**src/sv/rpr_div.sv**
```systemverilog
// ----------------------------------------------------------------------------
// rpr_div
// Pipelined restoring divider: STEP quotient bits per stage, sideband data
// travels with each transaction.
// ----------------------------------------------------------------------------
module rpr_div #(
   parameter int N_W    = 31,
   parameter int D_W    = 10,
   parameter int STEP   = 4,
   parameter int SIDE_W = 1
) (
   input  logic              clock,
   input  logic              reset,
   input  logic              adv,
   input  logic              in_valid,
   input  logic [N_W-1:0]    in_num,
   input  logic [D_W-1:0]    in_den,
   input  logic [SIDE_W-1:0] in_side,
   output logic              out_valid,
   output logic [N_W-1:0]    out_quo,
   output logic [SIDE_W-1:0] out_side
);
   localparam int NSTG  = (N_W + STEP - 1) / STEP;
   localparam int PAD_W = NSTG * STEP;

   logic [NSTG-1:0]   v_ff;
   logic [SIDE_W-1:0] side_ff [NSTG];
   logic [PAD_W-1:0]  num_ff  [NSTG];
   logic [PAD_W-1:0]  quo_ff  [NSTG];
   logic [D_W-1:0]    rem_ff  [NSTG];
   logic [D_W-1:0]    den_ff  [NSTG];

   always_ff @(posedge clock) begin
      if (reset) begin
         v_ff <= '0;
      end else if (adv) begin
         v_ff <= {v_ff[NSTG-2:0], in_valid};
      end
   end

   always_ff @(posedge clock) begin
      if (adv) begin
         side_ff[0] <= in_side;
         for (int s = 1; s < NSTG; s++) begin
            side_ff[s] <= side_ff[s-1];
         end
      end
   end

   for (genvar s = 0; s < NSTG; s++) begin : g_stg
      logic [PAD_W-1:0] num_src;
      logic [PAD_W-1:0] quo_src;
      logic [D_W-1:0]   rem_src;
      logic [D_W-1:0]   den_src;
      logic [PAD_W-1:0] num_in;
      logic [PAD_W-1:0] quo_in;
      logic [D_W-1:0]   rem_in;
      logic [D_W:0]     trial;

      if (s == 0) begin : g_first
         assign num_src = PAD_W'(in_num);
         assign quo_src = '0;
         assign rem_src = '0;
         assign den_src = in_den;
      end else begin : g_next
         assign num_src = num_ff[s-1];
         assign quo_src = quo_ff[s-1];
         assign rem_src = rem_ff[s-1];
         assign den_src = den_ff[s-1];
      end

      always_comb begin
         num_in = num_src;
         quo_in = quo_src;
         rem_in = rem_src;
         trial  = '0;
         for (int i = 0; i < STEP; i++) begin
            trial  = {rem_in, num_in[PAD_W-1]};
            num_in = num_in << 1;
            if (trial >= {1'b0, den_src}) begin
               trial  = trial - {1'b0, den_src};
               quo_in = {quo_in[PAD_W-2:0], 1'b1};
            end else begin
               quo_in = {quo_in[PAD_W-2:0], 1'b0};
            end
            rem_in = trial[D_W-1:0];
         end
      end

      always_ff @(posedge clock) begin
         if (adv) begin
            num_ff[s] <= num_in;
            quo_ff[s] <= quo_in;
            rem_ff[s] <= rem_in;
            den_ff[s] <= den_src;
         end
      end
   end

   assign out_valid = v_ff[NSTG-1];
   assign out_quo   = quo_ff[NSTG-1][N_W-1:0];
   assign out_side  = side_ff[NSTG-1];

endmodule

```
**config.mk**
```make
export PLATFORM = sky130hd
export DESIGN_NAME = rpr_div
export DESIGN_NICKNAME = d
export VERILOG_FILES = /design/src/sv/rpr_div.sv
export SDC_FILE = /design/constraint.sdc
export NUM_CORES = 1
export LEC_CHECK = 0
export BUFFER_PORTS_ARGS = -buffer_cell sky130_fd_sc_hd__buf_2
export CAP_MARGIN = 0
export CORE_MARGIN = 2
export CORE_UTILIZATION = 54
export DETAILED_ROUTE_END_ITERATION = 16
export GPL_ROUTABILITY_DRIVEN = 0
export PLACE_DENSITY = 0.7
export SYNTH_ARGS = -nofsm -noshare
export SYNTH_HDL_FRONTEND = slang
export SYNTH_SLANG_ARGS = --single-unit
export TNS_END_PERCENT = 1
```
**constraint.sdc**
```tcl
create_clock -name clock -period 14.12 [get_ports clock]
set_clock_uncertainty 0.2 [all_clocks]
set_input_delay 0.706 -clock clock [delete_from_list [all_inputs] [get_ports clock]]
set_output_delay 0.706 -clock clock [all_outputs]
set_load 0.03 [all_outputs]
```
==> flow_metrics.env <==
export IMPL_avgViaCountPerCell=6.04
export IMPL_grt_max_degree=94
export IMPL_crit_type="reg2reg"
export IMPL_cts_buffers_inserted=44
export IMPL_cts_setup_buffers=0
export IMPL_ys_ff_latch=404
export IMPL_design_area_um2=32000
export IMPL_die_area_um2=55900
export IMPL_placedInstanceArea_um2=30400
export IMPL_yosysSeqAreaShare=0.413
export IMPL_drv_cap=0
export IMPL_ant_nets=0
export IMPL_clock_sinks=404
export IMPL_path_clk_slew_ns=0.06
export IMPL_synth_distinct_cells=86
export IMPL_synthTopCellsByArea="edfxtp_1 (41%), ha_1 (13%), mux2_2 (5.1%)"
export IMPL_drt_iter0_markers=1581
export IMPL_yosysTopAreaCell="edfxtp_1"
export IMPL_avgRoutedWirePerCell_um=18.6
export IMPL_syn_cell_area_um2=29200
export IMPL_async_flop_share=0
export IMPL_syn_to_final_growth_pct=9.57
export IMPL_die_x_um=236
export IMPL_grt_pass1_wl_um=106000
export IMPL_slew_headroom=0.196
export IMPL_num_rows=85
export IMPL_placed_cells=3469
export IMPL_min_period_ns=11.98
export IMPL_setup_viol=0
export IMPL_synth_commonest_cells="edfxtp_1 (396), ha_1 (311), inv_1 (223), nor2_1 (169), o21ai_0 (154)"
export IMPL_cp_end_kind="register"
export IMPL_htree_levels=2
export IMPL_yosys_area_top_type_share=0.408
export IMPL_drv_slew=0
export IMPL_layout_worst_path_cycle_share=0.848
export IMPL_hold_viol_final=0
export IMPL_grt_pass1_vias=21200
export IMPL_synth_most_common_cell="edfxtp_1"
export IMPL_port_buffers=78
export IMPL_synthFlopType="edfxtp_1"
export IMPL_clk_latency_ns=0.59
export IMPL_instances_no_fill=3549
export IMPL_max_freq_mhz=83.5
export IMPL_fin_nets=3206
export IMPL_synth_area_per_cell_um2=10.8
export IMPL_overflow=0
export IMPL_clock_path_buffers=3
export IMPL_arrival_ns=12.11
export IMPL_drc=0
export IMPL_die_h_um=236
export IMPL_tns_ns=0
export IMPL_root_buffer="clkbuf_16"
export IMPL_cp_max_fo=11
export IMPL_fin_util=0.596
export IMPL_critPathLaunchType="register"
export IMPL_worstHoldPathType="in2reg"
export IMPL_antennaDiodeCount=0
export IMPL_drt_total_wl_um=65900
export IMPL_grt_total_usage=0.234
export IMPL_required_ns=14.25
export IMPL_ys_warn_count=0
export IMPL_pin_count=79
export IMPL_hpwl_um=49900
export IMPL_cp_slowest_cell="mux2i_1"
export IMPL_post_cts_resized=0
export IMPL_ctsHoldBuffers=0
export IMPL_drive_gt1_frac=0.117
export IMPL_firstDrtPassIters=6
export IMPL_synth_edf_count=396
export IMPL_rsz0062_at_grt="false"
export IMPL_coreArea_um2=53600
export IMPL_critPathMaxStageDelay_ns=0.94
export IMPL_netlist_instances=2711
export IMPL_cts_tree="done"
export IMPL_tightest_slew_ns=1.17
export IMPL_antenna_found_initial=0
export IMPL_outcome="completed"
export IMPL_vias=21400
export IMPL_start_util=0.544
[through the flow]
step / worst slack, ns / hold WS (ns)
3_5_place_dp: 2.25 / 0.205
2_1_floorplan: 4.19 / 0.200
3_3_place_gp: 2.58 / 0.201
6_report: 2.14 / 0.0972
4_1_cts: 2.19 / 0.0606
5_1_grt: 1.28 / 0.0695
[critical path: cells and delay by family (launching register included)]
kind	cells	cell delay (ns)
AOI/OAI and AO/OA	17	4.99
adders and majority gates	4	1.09
buffers and inverters	5	0.83
DFF	1	0.51
muxes	4	2.24
and+or+nand+nor	9	1.83
[metal layers]
metal | vias up | GRT usage | wire length, um
met1 | 10200 | 0.294 | 28200
met2 | 640 | 0.405 | 31900
met4 | 0 | 0.0898 | 2340
met5 | - | 0 | 0
met3 | 164 | 0.0362 | 3490
li1 | 10400 | - | -
[cells in the final DEF (no fill, tap or decap), types with 15 or more instances in the layout]
cell type,n
o21a_1,58
a21boi_0,17
nor3_1,55
a21o_1,88
fa_1,30
edfxtp_1,396
a21oi_1,153
xnor2_1,140
buf_2,77
nand3_1,49
clkbuf_16,47
nand2_1,116
nor2_1,169
o221ai_1,16
inv_1,223
mux2i_1,52
a211oi_1,31
mux2_2,131
nor2b_1,63
nand2b_1,42
o211ai_1,21
xor2_1,55
nand4_1,54
ha_1,311
o31a_1,15
o21ai_0,154
[flip-flops by register name (all words and copies together) (netlist names)]
name and count:
den_ff 70, num_ff 112, v_ff 8, quo_ff 136, side_ff 8, rem_ff 70
[logic make-up (layout without fill, tap and decap cells)]
family | after synthesis | after routing | share of synthesized area
other cells | 1 | 4 | 0.000129
mux | 192 | 192 | 0.0729
compound gates | 684 | 684 | 0.158
fa+ha+maj | 341 | 341 | 0.154
flops | 404 | 404 | 0.413
xor+xnor | 195 | 195 | 0.0586
buf+inv | 262 | 401 | 0.0343
simple gates | 632 | 632 | 0.109
[final timing paths]
check / start / end / slack [ns] / cells past startpoint
max: den_ff[4][1]$_DFFE_PP_ / rem_ff[5][9]$_DFFE_PP_ / 2.14 / 39
min: in_num[8] / num_ff[0][8]$_DFFE_PP_ / 0.1 / 1
max reg2reg: den_ff[4][1]$_DFFE_PP_ / rem_ff[5][9]$_DFFE_PP_ / 2.14 / 39
min reg2reg: quo_ff[0][37]$_DFFE_PP_ / quo_ff[0][73]$_DFFE_PP_ / 0.21 / 0
[cell type report]
cell class | instances | area, um^2
fillers | 4440 | 21600
flip-flops and latches | 404 | 12100
clock inverters | 21 | 313
inverters | 233 | 875
clock buffers | 59 | 1240
repair buffers | 88 | 475
well taps | 696 | 871
multi-input cells | 2048 | 16100
Power is left out: the tool's default activity adds up to more than one toggle a clock period on the data nets, which glitch-free logic cannot reach.
